--- config.mk ---
export PLATFORM = sky130hd
export DESIGN_NAME = selective_repeat_sender_window_unit
export DESIGN_NICKNAME = d
export VERILOG_FILES = /design/src/srsw_pkg.sv /design/src/selective_repeat_sender_window_unit.sv /design/src/srsw_ctrl.sv /design/src/srsw_dp.sv
export SDC_FILE = /design/constraint.sdc
export NUM_CORES = 1
export LEC_CHECK = 0
export ABC_AREA = 1
export BUFFER_PORTS_ARGS = -buffer_cell sky130_fd_sc_hd__buf_2
export CAP_MARGIN = 20
export CORE_MARGIN = 3
export CORE_UTILIZATION = 50
export DETAILED_ROUTE_END_ITERATION = 12
export PLACE_DENSITY = 0.69
export SLEW_MARGIN = 15
export SYNTH_ARGS = -nofsm -noshare
export SYNTH_HDL_FRONTEND = slang
export SYNTH_HIERARCHICAL = 1
export SYNTH_SLANG_ARGS = --single-unit
export TNS_END_PERCENT = 5
--- constraint.sdc ---
create_clock -name clk_i -period 5.6 [get_ports clk_i]
set_clock_uncertainty 0.05 [all_clocks]
set_input_delay 1.4 -clock clk_i [delete_from_list [all_inputs] [get_ports clk_i]]
set_output_delay 1.4 -clock clk_i [all_outputs]
set_load 0.02 [all_outputs]
--- src/srsw_pkg.sv ---
// shared types, constants and sequence helpers for the selective repeat sender window
`timescale 1ns / 1ps
`default_nettype none

package srsw_pkg;

  localparam int unsigned SeqCount = 20;
  localparam int unsigned SeqW     = 5;
  localparam int unsigned WinW     = 5;
  localparam int unsigned CountW   = 16;
  localparam int unsigned WireW    = 8;
  localparam int unsigned ActW     = 2;
  localparam int unsigned CfgDataW = 16;
  localparam int unsigned CfgIdxW  = 1;
  localparam int unsigned InDataW  = 8;
  localparam int unsigned OutDataW = 40;

  localparam logic [WinW-1:0]   WindowReset = 5'd10;
  localparam logic [CountW-1:0] TotalReset  = 16'd25;

  localparam logic [CfgIdxW-1:0] CfgWindowSize   = 1'd0;
  localparam logic [CfgIdxW-1:0] CfgTotalPackets = 1'd1;

  localparam logic [ActW-1:0] ActSend    = 2'd0;
  localparam logic [ActW-1:0] ActAck     = 2'd1;
  localparam logic [ActW-1:0] ActTimeout = 2'd2;

  typedef struct packed {
    logic capture;
    logic exec;
    logic step;
    logic fix;
    logic load_out;
  } srsw_cmd_t;

  typedef struct packed {
    logic slide_start;
    logic slide_more;
    logic out_free;
  } srsw_status_t;

  function automatic logic [SeqW-1:0] seq_inc(input logic [SeqW-1:0] s);
    seq_inc = (s == SeqW'(SeqCount - 1)) ? '0 : s + SeqW'(1);
  endfunction

  function automatic logic [SeqW-1:0] seq_dist(input logic [SeqW-1:0] s,
                                               input logic [SeqW-1:0] b);
    logic [SeqW:0] t;
    t = {1'b0, s} + (SeqW+1)'(SeqCount) - {1'b0, b};
    if (t >= (SeqW+1)'(SeqCount)) begin
      t = t - (SeqW+1)'(SeqCount);
    end
    seq_dist = t[SeqW-1:0];
  endfunction

  function automatic logic [WinW-1:0] eff_window(input logic [WinW-1:0] w);
    if (w == '0) begin
      eff_window = WinW'(1);
    end else if (w >= WinW'(SeqCount - 1)) begin
      eff_window = WinW'(SeqCount - 1);
    end else begin
      eff_window = w;
    end
  endfunction

endpackage

`default_nettype wire

--- src/selective_repeat_sender_window_unit.sv ---
// top level of the selective repeat sender window
`timescale 1ns / 1ps
`default_nettype none

// Sender window of a selective repeat ARQ over sequence numbers 0 to 19. Each request
// (send, acknowledgement or timeout) returns one result with the send decision and the
// window state after the request. A request is captured, then executed; an
// acknowledgement of the window base slides the base over the acknowledged flags
// one entry at a time before the result goes to the output register. A new request is
// taken while the previous result still waits in the output register. The user must
// issue configuration writes only while no request is in flight; it is not enforced.
module selective_repeat_sender_window_unit
  import srsw_pkg::*;
(
  input  wire logic                clk_i,
  input  wire logic                rst_ni,
  input  wire logic                cfg_we_i,
  input  wire logic [CfgIdxW-1:0]  cfg_idx_i,
  input  wire logic [CfgDataW-1:0] cfg_data_i,
  input  wire logic                s_axis_tvalid,
  output logic                     s_axis_tready,
  input  wire logic [InDataW-1:0]  s_axis_tdata,  // ack_wire_seq
  input  wire logic [ActW-1:0]     s_axis_tuser,  // action
  output logic                     m_axis_tvalid,
  input  wire logic                m_axis_tready,
  // send_valid, send_wire_seq, window_base, next_sequence, acks_seen, transfer_done
  output logic [OutDataW-1:0]      m_axis_tdata
);

  srsw_cmd_t    cmd;
  srsw_status_t status;

  srsw_ctrl u_ctrl (
    .clk_i      (clk_i),
    .rst_ni     (rst_ni),
    .in_valid_i (s_axis_tvalid),
    .in_ready_o (s_axis_tready),
    .status_i   (status),
    .cmd_o      (cmd)
  );

  srsw_dp u_dp (
    .clk_i          (clk_i),
    .rst_ni         (rst_ni),
    .cfg_we_i       (cfg_we_i),
    .cfg_idx_i      (cfg_idx_i),
    .cfg_data_i     (cfg_data_i),
    .action_i       (s_axis_tuser),
    .ack_wire_seq_i (s_axis_tdata),
    .cmd_i          (cmd),
    .status_o       (status),
    .out_valid_o    (m_axis_tvalid),
    .out_ready_i    (m_axis_tready),
    .out_data_o     (m_axis_tdata)
  );

endmodule

`default_nettype wire

--- src/srsw_ctrl.sv ---
// control state machine sequencing capture, execute, slide and result hand-off
`timescale 1ns / 1ps
`default_nettype none

module srsw_ctrl
  import srsw_pkg::*;
(
  input  wire logic         clk_i,
  input  wire logic         rst_ni,
  input  wire logic         in_valid_i,
  output logic              in_ready_o,
  input  wire srsw_status_t status_i,
  output srsw_cmd_t         cmd_o
);

  localparam logic [1:0] StIdle  = 2'd0;
  localparam logic [1:0] StExec  = 2'd1;
  localparam logic [1:0] StSlide = 2'd2;
  localparam logic [1:0] StOut   = 2'd3;

  logic [1:0] state_q, state_d;
  logic       accept;

  always_comb begin
    in_ready_o = (state_q == StIdle) || (state_q == StOut && status_i.out_free);
    accept     = in_ready_o && in_valid_i;
  end

  always_comb begin
    state_d = state_q;
    cmd_o   = '0;
    case (state_q)
      StIdle: begin
        if (accept) begin
          cmd_o.capture = 1'b1;
          state_d       = StExec;
        end
      end
      StExec: begin
        cmd_o.exec = 1'b1;
        state_d    = status_i.slide_start ? StSlide : StOut;
      end
      StSlide: begin
        if (status_i.slide_more) begin
          cmd_o.step = 1'b1;
        end else begin
          cmd_o.fix = 1'b1;
          state_d   = StOut;
        end
      end
      StOut: begin
        if (status_i.out_free) begin
          cmd_o.load_out = 1'b1;
          if (accept) begin
            cmd_o.capture = 1'b1;
            state_d       = StExec;
          end else begin
            state_d = StIdle;
          end
        end
      end
      default: begin
        state_d = StIdle;
      end
    endcase
  end

  always_ff @(posedge clk_i or negedge rst_ni) begin
    if (!rst_ni) begin
      state_q <= StIdle;
    end else begin
      state_q <= state_d;
    end
  end

endmodule

`default_nettype wire

--- src/srsw_dp.sv ---
// window state, acknowledged flags, configuration and output register
`timescale 1ns / 1ps
`default_nettype none

module srsw_dp
  import srsw_pkg::*;
(
  input  wire logic                clk_i,
  input  wire logic                rst_ni,
  input  wire logic                cfg_we_i,
  input  wire logic [CfgIdxW-1:0]  cfg_idx_i,
  input  wire logic [CfgDataW-1:0] cfg_data_i,
  input  wire logic [ActW-1:0]     action_i,
  input  wire logic [WireW-1:0]    ack_wire_seq_i,
  input  wire srsw_cmd_t           cmd_i,
  output srsw_status_t             status_o,
  output logic                     out_valid_o,
  input  wire logic                out_ready_i,
  output logic [OutDataW-1:0]      out_data_o
);

  logic [WinW-1:0]     win_q;
  logic [CountW-1:0]   total_q;
  logic [ActW-1:0]     action_q;
  logic [WireW-1:0]    wire_q;
  logic [SeqCount-1:0] flags_q, flags_d;
  logic [SeqW-1:0]     base_q, base_d;
  logic [SeqW-1:0]     send_q, send_d;
  logic [CountW-1:0]   acks_q, acks_d;
  logic [SeqW-1:0]     n_q, n_d;
  logic [SeqW-1:0]     off_q, off_d;
  logic                sv_q, sv_d;
  logic [SeqW-1:0]     sw_q, sw_d;
  logic                start_q, start_d;
  logic                out_valid_q;
  logic [OutDataW-1:0] out_data_q;

  logic [WinW-1:0]  w;
  logic             done;
  logic [WireW-1:0] idx;
  logic             idx_ok;

  always_comb begin
    w      = eff_window(win_q);
    done   = acks_q >= total_q;
    idx    = wire_q - WireW'(1);
    idx_ok = (idx < WireW'(SeqCount)) && (seq_dist(idx[SeqW-1:0], base_q) < w);
  end

  always_comb begin
    flags_d = flags_q;
    base_d  = base_q;
    send_d  = send_q;
    acks_d  = acks_q;
    n_d     = n_q;
    off_d   = off_q;
    sv_d    = sv_q;
    sw_d    = sw_q;
    start_d = start_q;
    if (cmd_i.exec) begin
      sv_d    = 1'b0;
      sw_d    = '0;
      start_d = 1'b0;
      n_d     = '0;
      off_d   = seq_dist(send_q, base_q);
      case (action_q)
        ActSend: begin
          if (seq_dist(send_q, base_q) < w && !done) begin
            sv_d             = 1'b1;
            sw_d             = send_q + SeqW'(1);
            flags_d[send_q]  = 1'b0;
            send_d           = seq_inc(send_q);
          end
        end
        ActAck: begin
          if (idx_ok) begin
            if (acks_q != '1) begin
              acks_d = acks_q + CountW'(1);
            end
            flags_d[idx[SeqW-1:0]] = 1'b1;
            start_d                = (idx[SeqW-1:0] == base_q);
          end
        end
        ActTimeout: begin
          send_d = base_q;
        end
        default: begin
        end
      endcase
    end
    if (cmd_i.step) begin
      flags_d[base_q] = 1'b0;
      base_d          = seq_inc(base_q);
      n_d             = n_q + SeqW'(1);
    end
    if (cmd_i.fix && off_q < n_q) begin
      send_d = base_q;
    end
  end

  always_comb begin
    status_o.slide_start = start_d;
    status_o.slide_more  = (n_q < w) && flags_q[base_q];
    status_o.out_free    = !out_valid_q || out_ready_i;
    out_valid_o          = out_valid_q;
    out_data_o           = out_data_q;
  end

  always_ff @(posedge clk_i or negedge rst_ni) begin
    if (!rst_ni) begin
      win_q       <= WindowReset;
      total_q     <= TotalReset;
      flags_q     <= '0;
      base_q      <= '0;
      send_q      <= '0;
      acks_q      <= '0;
      out_valid_q <= 1'b0;
    end else begin
      if (cfg_we_i) begin
        case (cfg_idx_i)
          CfgWindowSize:   win_q   <= cfg_data_i[WinW-1:0];
          CfgTotalPackets: total_q <= cfg_data_i[CountW-1:0];
          default: begin
          end
        endcase
      end
      flags_q     <= flags_d;
      base_q      <= base_d;
      send_q      <= send_d;
      acks_q      <= acks_d;
      out_valid_q <= cmd_i.load_out || (out_valid_q && !out_ready_i);
    end
  end

  always_ff @(posedge clk_i) begin
    if (cmd_i.capture) begin
      action_q <= action_i;
      wire_q   <= ack_wire_seq_i;
    end
    n_q     <= n_d;
    off_q   <= off_d;
    sv_q    <= sv_d;
    sw_q    <= sw_d;
    start_q <= start_d;
    if (cmd_i.load_out) begin
      out_data_q <= {7'd0, done, acks_q, send_q, base_q, sw_q, sv_q};
    end
  end

endmodule

`default_nettype wire
# Word-level counts from Yosys, hierarchy flattened
# Index checks and enable logic that the tools add are counted.
# totals
regBits	130
input_bits	32
wordCells	135
# classes
n_addsub	11
n_lt_le_gt_ge	15
eq_ne	13
mux	46
bitwise	6
n_reduce_logical	28
# op_table
op	n
$mux 20	4
$mux 5	13
$and 20x20->20	2
$not 20->20	2
$pmux 20 s2	1
$lt 5x5->1	4
$or 20x20->20	1
$lt 5x6->1 const B	3
$mux 1	17
$add 16x1->16 const B	1
$ge 16x16->1	1
$ne 16x16->1 const B	1
$add 5x1->5 const B	3
$demux 1 s5	3
$ge 5x1->1 const B	3
$add 5x5->6 const B	2
$ge 6x5->1 const B	2
$sub 6x5->6	2
$eq 5x5->1 const B	2
$logic_and 1x1->1	10
$pmux 5 s2	1
$sub 5x5->5 const B	2
$lt 8x5->1 const B	1
$mux 2	4
21 further kinds	34

# Logic depth before layout (Yosys ltp)
# Gate-level depths: netlist of the first run.
# logic_depth
depth_word	13
ltp_mapped	30
depth_no_buf	28

# Hierarchy
# Netlist of the first run, hierarchy kept.
# by_module_without_submodules
mod	instances	cells_each	area_each_um2
srsw_dp	1	1003	8119.0
srsw_ctrl	1	33	232.7

# Worst setup path after synthesis of the first run
# OpenSTA, ideal clock, no wires.
# synth_path
path_kind	register to register
start	register u_dp.wire_q[0]
end	register u_ctrl.state_q[0]
setup_ns	0.123
t_arrival_ns	4.426
t_required_ns	5.427
setup_slack_ns	1.001
path_stages_with_launch	25
period_less_slack_ns	4.599
cell_sequence	edfxtp_1 > inv_1 > ha_1 > xnor2_2 > ha_1 > fa_1 > xor2_1 > ha_1 > and3b_1 > o21ai_0 > nand2_1 > nand2_1 > xnor2_1 > ha_1 > nand2_1 > nand2_1 > nand3b_1 > nor2_4 > nand4_4 > buf_2 > o41ai_1 > buf_4 > o21ai_0 > nor2_1 > a21oi_2
# synth_between
elab_chain_cells	12
word_cells_on_any_way	15
classes_between	add/sub: 4; order compare: 3; eq/ne: 1; mux: 6; reduce/logical: 1
# synth_rtl
element	line	rtl
start, declared	srsw_dp.sv:25	logic [WireW-1:0] wire_q;
start signal, assigned	srsw_dp.sv:138	wire_q <= ack_wire_seq_i;
$sub 8x1->8 (*)	srsw_dp.sv:46	idx = wire_q - WireW'(1);
$add 5x5->6	srsw_pkg.sv:49	t = {1'b0, s} + (SeqW+1)'(SeqCount) - {1'b0, b};
$sub 6x5->6	srsw_pkg.sv:49	
$sub 5x5->5 or $ge 6x5->1 (tied branches)	srsw_pkg.sv:51, srsw_pkg.sv:50	
$mux 5	srsw_pkg.sv:50	if (t >= (SeqW+1)'(SeqCount)) begin
$lt 5x5->1	srsw_dp.sv:47	idx_ok = (idx < WireW'(SeqCount)) && (seq_dist(idx[SeqW-1:0], base_q) < w);
$logic_and 1x1->1	srsw_dp.sv:47	
$mux 1 (*)	srsw_dp.sv:76	if (idx_ok) begin
$mux 1 (*)	srsw_dp.sv:66	case (action_q)
$mux 1 (*)	srsw_dp.sv:60	if (cmd_i.exec) begin
via u_dp.start_d	srsw_dp.sv:34	logic start_q, start_d;
$mux 1 (*)	srsw_ctrl.sv:41	state_d = status_i.slide_start ? StSlide : StOut;
$pmux 2 s4 (*)	srsw_ctrl.sv:32	case (state_q)
end signal, assigned	srsw_ctrl.sv:70	state_q <= StIdle;
end signal, assigned	srsw_ctrl.sv:72	state_q <= state_d;
end, declared	srsw_ctrl.sv:21	logic [1:0] state_q, state_d;
# The timed path passes the listed nets; every way through them passes the cells marked *.
# A chain may end at the register's enable or synchronous reset.

==> metrics.cfg, run 1 <==
[synthesis]
synth_async_sr_flop_share = 0.538
count_of_flip_flops_with_a_built_in_enable_after_synthesis = 59
ys_seq_elements = 130
post_synthesis_cells = 1036
synthFlopType = sky130_fd_sc_hd__dfrtp_1
synthDistinctLibCells = 48
synth-seq-area-share = 0.425
mappedNetlistArea_um2 = 8350
syn-mean-instance-area_um2 = 8.06
yosys_warnings = 6

[clock_tree]
cts_hold_buf = 0
cts_max_path_bufs = 2
insertion_delay_ns = 0.42
cts_tree = built
clock_pin_transition_on_the_worst_setup_and_hold_timing_paths_ns = 0.06
h-tree-depth = 4
clock_tree_root_buffer_cell = sky130_fd_sc_hd__clkbuf_16
postCtsResizedCells = 0
tritoncts_num_sinks = 130
post_cts_buffers = 0
numCtsBuffers = 17

[placed_design]
gp_congestion = 0.896
port_buffers = 66
place_inst = 1301
place_area_um2 = 8850
dpl.hpwl_um = 14300
pre_cts_ws_ns = 0.696

[sta]
fin_crit_share = 0.880
achievable-frequency_ghz = 0.203
worst_hold_slack_ns = 0.369
report.final.slew_viol_count = 0
max-slew-margin-rel = 0.344
setup_viol = 0
period_minus_slack_ns = 4.93
totalNegativeSetupSlack_ns = 0
finalWorstSetupSlack_ns = 0.669
grt_setup_unrepaired = false
worst_pin_slew_ns = 0.982
finalHoldViolCount = 0

[pwr]
static_leakage_nw = 4.42
netSwitchingPower_mw = 2.94
sw_frac = 0.478
seq_power_share = 0.263
clockPowerShare = 0.170
power.share.combinational = 0.567
cell_internal_pwr_mw = 3.21
vdd_drop_max_mv = 0.488
power.density_nw_per_um2 = 654
post-layout-total-power_mw = 6.15

[critical_path]
required_ns = 5.86
worst_setup_startpoint = u_dp/wire_q[0]
reg2reg_slack_ns = 0.67
cp_num_buf_inv = 1
criticalPathCategory = reg2reg
maximum_cell_stage_delay_along_the_critical_path_ns = 0.48
cell_by_cell_listing_of_the_critical_path = inv_1 > ha_1 > xnor2_2 > ha_1 > fa_1 > xor2_1 > ha_1 > and3b_1 > o21ai_0 > nand2_1 > nand2_1 > xnor2_1 > ha_1 > nand2_1 > nand2_1 > nand3b_1 > nor2_4 > nand4_4 > o41ai_1 > o21ai_0 > nor2_1 > a21oi_2
crit_arrival_ns = 5.19
worst_setup_path_end_kind = register
cp_top_family = adder cells
worst-r2r-cell-count = 22
path_max_fanout = 18
crit_path_start_kind = register
crit_slowest_cell = sky130_fd_sc_hd__fa_1
r2r_end = u_ctrl/state_q[0]
worst_reg2reg_startpoint = u_dp/wire_q[0]

[final_layout]
multi_input_logic_area_um2 = 4080
fill_cells = 1474
final-seq-area_um2 = 3550
area_growth_from_synthesis_to_final_layout_pct = 12.8
design_area_um2 = 9420
final_cell_mix = sky130_fd_sc_hd__nand2_1 (226), sky130_fd_sc_hd__inv_1 (145), sky130_fd_sc_hd__nor2_1 (133), sky130_fd_sc_hd__a21oi_1 (78), sky130_fd_sc_hd__ha_1 (74)
fin_nets = 1213
final_common_cell = sky130_fd_sc_hd__nand2_1
drive_gt1_frac = 0.123
antenna_cells = 0
finalCoreUtilization = 0.584
layout.cells.non_filler = 1334

[worst_hold_path]
hold_path_startpoint = u_dp/sw_q[3]
cell_depth_of_the_worst_hold_path = 0
holdCritPathClass = reg2reg
whs_endpoint = u_dp/out_data_o[4]

[global_route]
track_usage = 0.227
first_global_vias = 6422
gr-total-overflow = 0
grt_pass1_wl_um = 32600
grt_start_max_net_pins = 45
antenna_found_initial = 0

[routing]
final_antenna_net_count = 0
drtIter0Drc = 668
drt_drc_violations_left = 0
routed_wire_length_per_instance_um = 14.8
avgViaCountPerCell = 5.23
via_count_of_the_routed_design = 6981
first_pass_iters = 5
wirelength_um = 19700

[status]
result_of_the_run = finished, final reports clean

[floorplanning]
chipHeight_um = 135
die_x_um = 135
floorplan.die_area_um2 = 18300
pin_count = 74
core_area_um2 = 16100
floorplan.rows = 46
initial_core_util = 0.518

[run]
maximum_capacitance_violations = 0

area by class of cell:
class                           instances  share of cell area
Multi-Input combinational cell        732               0.433
Sequential cell                       130               0.377
Inverter                              149              0.0597
Clock buffer                           18              0.0456
Timing Repair Buffer                   75              0.0422
Tap cell                              216              0.0287
Clock inverter                         14              0.0137
registers in the layout (all words and copies together), names as in the netlist, 5 cells and up:
name	flops
u_dp/off_q	5
u_dp/wire_q	8
u_dp/win_q	5
u_dp/flags_q	20
u_dp/total_q	16
u_dp/send_q	5
u_dp/sw_q	5
u_dp/n_q	5
u_dp/acks_q	16
u_dp/out_data_o	33
u_dp/base_q	5
kinds of logic (layout without fill, tap and decap cells):
| logic type | count (synthesis) | in the layout | synth area share |
|---|---|---|---|
| adder cells (fa/ha/maj) | 76 | 76 | 0.116 |
| AND/OR/NAND/NOR | 468 | 468 | 0.242 |
| other | 1 | 7 | 0.000449 |
| AO/OA/AOI/OAI | 150 | 150 | 0.0944 |
| XOR/XNOR | 31 | 31 | 0.0334 |
| buffers and inverters | 180 | 256 | 0.0891 |
| flip-flops | 130 | 130 | 0.425 |
Yosys cell counts (5+ instances only):
library cell / number / share of area
sky130_fd_sc_hd__nand2_1: 226 / 0.10
sky130_fd_sc_hd__inv_1: 145 / 0.065
sky130_fd_sc_hd__nor2_1: 133 / 0.060
sky130_fd_sc_hd__a21oi_1: 78 / 0.047
sky130_fd_sc_hd__ha_1: 74 / 0.11
sky130_fd_sc_hd__dfrtp_1: 65 / 0.19
sky130_fd_sc_hd__edfxtp_1: 59 / 0.21
sky130_fd_sc_hd__o21ai_0: 50 / 0.030
sky130_fd_sc_hd__nand3_1: 47 / 0.028
sky130_fd_sc_hd__xor2_1: 24 / 0.025
sky130_fd_sc_hd__nand4_1: 20 / 0.015
sky130_fd_sc_hd__clkbuf_1: 15 / 0.0067
sky130_fd_sc_hd__nor3_1: 12 / 0.0072
sky130_fd_sc_hd__buf_4: 8 / 0.0072
sky130_fd_sc_hd__nand2_2: 6 / 0.0045
sky130_fd_sc_hd__nand3_2: 6 / 0.0072
sky130_fd_sc_hd__nor4_1: 6 / 0.0045
sky130_fd_sc_hd__o21ai_1: 6 / 0.0036
sky130_fd_sc_hd__xnor2_1: 6 / 0.0063
sky130_fd_sc_hd__dfstp_2: 5 / 0.016
how the worst max path moves through the flow:
stage                        end  slack (ns)  depth (start not counted)
4_1_cts        u_ctrl/state_q[0]        0.61                         22
5_1_grt        u_ctrl/state_q[0]        0.25                         22
6_report       u_ctrl/state_q[0]        0.67                         22
3_3_place_gp   u_ctrl/state_q[0]        0.87                         22
3_5_place_dp   u_ctrl/state_q[0]        0.70                         22
2_1_floorplan  u_ctrl/state_q[0]        1.00                         24
power by group through the flow:
stage	logic, mW	registers [mW]	clock network, mW
2_1_floorplan	2.48	1.68	0
3_3_place_gp	3.32	1.62	0
3_5_place_dp	3.42	1.63	0
4_1_cts	3.48	1.62	1.07
5_1_grt	3.99	1.65	1.11
6_report	3.49	1.62	1.05
layer usage:
metal	global-route usage	vias to the layer above	part of all wire
met1	0.325	3193	0.47
li1	-	3510	-
met4	0.0817	0	0.019
met5	0	-	0
met2	0.348	248	0.45
met3	0.0394	30	0.071
Power figures use the tool's default switching activity.
==> run 2, diff against run 1 <==
--- a/config.mk
+++ b/config.mk
@@ -9,12 +9,11 @@
 export BUFFER_PORTS_ARGS = -buffer_cell sky130_fd_sc_hd__buf_2
 export CAP_MARGIN = 20
 export CORE_MARGIN = 3
-export CORE_UTILIZATION = 50
+export CORE_UTILIZATION = 55
 export DETAILED_ROUTE_END_ITERATION = 12
-export PLACE_DENSITY = 0.69
+export PLACE_DENSITY = 0.75
 export SLEW_MARGIN = 15
 export SYNTH_ARGS = -nofsm -noshare
 export SYNTH_HDL_FRONTEND = slang
-export SYNTH_HIERARCHICAL = 1
 export SYNTH_SLANG_ARGS = --single-unit
 export TNS_END_PERCENT = 5
==> metrics.cfg, run 2 <==
[placed_design]
place_area_um2 = 8780  ; was 8850 um2
gp_congestion = 0.961  ; was 0.896
dpl.hpwl_um = 14600  ; was 14300 um
port_buffers = 66  ; unchanged
pre_cts_ws_ns = 0.609  ; was 0.696 ns
place_inst = 1284  ; was 1301

[critical_path]
criticalPathCategory = reg2reg  ; unchanged
worst-r2r-cell-count = 26  ; was 22
path_max_fanout = 15  ; was 18
worst_setup_path_end_kind = register  ; unchanged
r2r_end = u_dp.acks_q[12]  ; was u_ctrl/state_q[0]
required_ns = 5.85  ; was 5.86 ns
crit_arrival_ns = 5.34  ; was 5.19 ns
worst_reg2reg_startpoint = u_dp.wire_q[0]  ; was u_dp/wire_q[0]
worst_setup_startpoint = u_dp.wire_q[0]  ; was u_dp/wire_q[0]
reg2reg_slack_ns = 0.52  ; was 0.67 ns
crit_path_start_kind = register  ; unchanged

[clock_tree]
clock_tree_root_buffer_cell = sky130_fd_sc_hd__clkbuf_16  ; unchanged
cts_hold_buf = 0  ; unchanged
postCtsResizedCells = 0  ; unchanged
insertion_delay_ns = 0.43  ; was 0.42 ns
cts_max_path_bufs = 2  ; unchanged
tritoncts_num_sinks = 129  ; was 130
numCtsBuffers = 17  ; unchanged
post_cts_buffers = 0  ; unchanged
h-tree-depth = 4  ; unchanged
cts_tree = built  ; unchanged
clock_pin_transition_on_the_worst_setup_and_hold_timing_paths_ns = 0.06  ; about the same

[routing]
drtIter0Drc = 744  ; was 668
drt_drc_violations_left = 0  ; unchanged
wirelength_um = 20100  ; was 19700 um
first_pass_iters = 6  ; was 5
avgViaCountPerCell = 5.41  ; was 5.23
routed_wire_length_per_instance_um = 15.3  ; was 14.8 um
via_count_of_the_routed_design = 7126  ; was 6981
final_antenna_net_count = 0  ; unchanged

[final_layout]
layout.cells.non_filler = 1316  ; was 1334
multi_input_logic_area_um2 = 4130  ; was 4080 um2
final_common_cell = sky130_fd_sc_hd__nand2_1  ; unchanged
fin_nets = 1227  ; was 1213
design_area_um2 = 9340  ; was 9420 um2
antenna_cells = 0  ; unchanged
drive_gt1_frac = 0.116  ; was 0.123
fill_cells = 1260  ; was 1474
largest_register_ff_count = 33  ; unchanged
final_cell_mix = sky130_fd_sc_hd__nand2_1 (276), sky130_fd_sc_hd__nor2_1 (136), sky130_fd_sc_hd__inv_1 (134), sky130_fd_sc_hd__ha_1 (74)  ; was sky130_fd_sc_hd__nand2_1 (226), sky130_fd_sc_hd__inv_1 (145), sky130_fd_sc_hd__nor2_1 (133), sky130_fd_sc_hd__a21oi_1 (78), sky130_fd_sc_hd__ha_1 (74)
final-seq-area_um2 = 3530  ; was 3550 um2
area_growth_from_synthesis_to_final_layout_pct = 12.0  ; was 12.8%
finalCoreUtilization = 0.635  ; was 0.584

[global_route]
grt_start_max_net_pins = 71  ; was 45
track_usage = 0.253  ; was 0.227
grt_pass1_wl_um = 33200  ; was 32600 um
gr-total-overflow = 0  ; unchanged
first_global_vias = 6698  ; was 6422
antenna_found_initial = 0  ; unchanged

[synthesis]
mappedNetlistArea_um2 = 8340  ; was 8350 um2
post_synthesis_cells = 1056  ; was 1036
synth_largest_type_area_fraction = 0.212  ; about the same
count_of_flip_flops_with_a_built_in_enable_after_synthesis = 59  ; unchanged
synthMostInstantiatedCell = sky130_fd_sc_hd__nand2_1  ; unchanged
synthDistinctLibCells = 44  ; was 48
synth_async_sr_flop_share = 0.543  ; was 0.538
ys_seq_elements = 129  ; was 130
synthFlopType = sky130_fd_sc_hd__dfrtp_1  ; unchanged
synth-seq-area-share = 0.423  ; was 0.425
synth_top_area_cell = sky130_fd_sc_hd__edfxtp_1  ; unchanged
syn-mean-instance-area_um2 = 7.90  ; was 8.06 um2
yosys-top-cells-area = sky130_fd_sc_hd__edfxtp_1 (21%), sky130_fd_sc_hd__dfrtp_1 (20%), sky130_fd_sc_hd__nand2_1 (12%)  ; was sky130_fd_sc_hd__edfxtp_1 (21%), sky130_fd_sc_hd__dfrtp_1 (19%), sky130_fd_sc_hd__ha_1 (11%)
yosys_warnings = 0  ; was 6
top_cells_by_instance_count_after_synthesis = sky130_fd_sc_hd__nand2_1 (276), sky130_fd_sc_hd__nor2_1 (137), sky130_fd_sc_hd__inv_1 (134)  ; was sky130_fd_sc_hd__nand2_1 (226), sky130_fd_sc_hd__inv_1 (145), sky130_fd_sc_hd__nor2_1 (133)

[sta]
max-slew-margin-rel = 0.342  ; was 0.344
setup_viol = 0  ; unchanged
worst_hold_slack_ns = 0.368  ; was 0.369 ns
finalHoldViolCount = 0  ; unchanged
worst_pin_slew_ns = 0.985  ; was 0.982 ns
fin_crit_share = 0.908  ; was 0.880
period_minus_slack_ns = 5.08  ; was 4.93 ns
totalNegativeSetupSlack_ns = 0  ; unchanged
grt_setup_unrepaired = false  ; unchanged
finalWorstSetupSlack_ns = 0.515  ; was 0.669 ns
achievable-frequency_ghz = 0.197  ; was 0.203 GHz
report.final.slew_viol_count = 0  ; unchanged

[floorplanning]
floorplan.die_area_um2 = 16700  ; was 18300 um2
initial_core_util = 0.567  ; was 0.518
chipHeight_um = 129  ; was 135 um
die_x_um = 129  ; was 135 um
pin_count = 74  ; unchanged
core_area_um2 = 14700  ; was 16100 um2
floorplan.rows = 44  ; was 46

[run]
maximum_capacitance_violations = 0  ; unchanged

[status]
result_of_the_run = finished, final reports clean  ; unchanged

[worst_hold_path]
holdCritPathClass = reg2reg  ; unchanged
cell_depth_of_the_worst_hold_path = 0  ; unchanged
hold_path_startpoint = u_dp.sw_q[1]  ; was u_dp/sw_q[3]
whs_endpoint = u_dp.out_data_o[2]  ; was u_dp/out_data_o[4]

[pwr]
vdd_drop_max_mv = 0.359  ; was 0.488 mV
power.density_nw_per_um2 = 504  ; was 654 nW/um2
post-layout-total-power_mw = 4.71  ; was 6.15 mW
static_leakage_nw = 4.57  ; was 4.42 nW

==> run 2: cell count changes after synthesis, sizes merged, moves of 5 or more <==
cell	change
nor2	+9
nand3	+11
inv	-10
xor2	-5
nand2	+45
o21ai	-8
a21oi	-18
==> run 2: layout make-up <==
class | instances | area share
clock inverters | 13 | 0.0106
well taps | 184 | 0.0247
repair buffers | 72 | 0.0405
inverters | 138 | 0.0555
clock buffers | 19 | 0.0486
flip-flops and latches | 129 | 0.378
multi-input cells | 761 | 0.442
==> run 2: power by group <==
| part | internal, mW | switching, mW | leakage, nW |
|---|---|---|---|
| logic | 0.691 | 1.52 | 2.85 |
| clock network | 0.598 | 0.438 | 0.272 |
| registers | 1.32 | 0.145 | 1.45 |
| total | 2.61 | 2.10 | 4.57 |
==> run 2: logic make-up after synthesis <==
kind of cell	count (synthesis)	synth area share
simple gates	529	0.269
xor+xnor	27	0.0293
compound gates	122	0.0770
other cells	1	0.000450
flops	129	0.423
buf+inv	172	0.0851
fa+ha+maj	76	0.116
==> run 2: layer usage <==
layer | track usage | part of all wire | wire (um) | up-vias
li1 | - | - | - | 3531
met1 | 0.345 | 0.45 | 9030 | 3292
met2 | 0.408 | 0.46 | 9320 | 270
met3 | 0.0523 | 0.071 | 1440 | 33
met4 | 0.0809 | 0.017 | 347 | 0
met5 | 0 | 0 | 0 | -
==> run 2: worst max-delay path by stage <==
stage | depth (start not counted) | slack (ns) | end
floorplan | 27 | 1.42 | u_dp.acks_q[7]
global placement | 26 | 0.82 | u_dp.acks_q[12]
detailed placement | 26 | 0.61 | u_dp.acks_q[2]
CTS | 25 | 0.57 | u_dp.acks_q[12]
global route | 25 | 0.07 | u_dp.acks_q[12]
finish | 26 | 0.52 | u_dp.acks_q[12]
==> run 2: critical path: stages, from the launching register on <==
cell and delay [ns]:
sky130_fd_sc_hd__edfxtp_1 0.44, sky130_fd_sc_hd__inv_1 0.18, sky130_fd_sc_hd__ha_1 0.35, sky130_fd_sc_hd__nor2_1 0.07
sky130_fd_sc_hd__inv_1 0.07, sky130_fd_sc_hd__nand2_2 0.07, sky130_fd_sc_hd__ha_1 0.35, sky130_fd_sc_hd__fa_1 0.46
sky130_fd_sc_hd__xor2_1 0.26, sky130_fd_sc_hd__ha_1 0.20, sky130_fd_sc_hd__nand2_1 0.05, sky130_fd_sc_hd__o21ai_0 0.17
sky130_fd_sc_hd__a21o_1 0.21, sky130_fd_sc_hd__a21oi_1 0.09, sky130_fd_sc_hd__a21oi_1 0.14, sky130_fd_sc_hd__ha_1 0.26
sky130_fd_sc_hd__nand2_1 0.07, sky130_fd_sc_hd__nand2_1 0.05, sky130_fd_sc_hd__nor2_1 0.10, sky130_fd_sc_hd__nand3_1 0.13
sky130_fd_sc_hd__nor2_4 0.34, sky130_fd_sc_hd__nand2_4 0.13, sky130_fd_sc_hd__inv_2 0.10, sky130_fd_sc_hd__nand3_4 0.20
sky130_fd_sc_hd__inv_2 0.21, sky130_fd_sc_hd__nand2_1 0.09, sky130_fd_sc_hd__xnor2_1 0.13
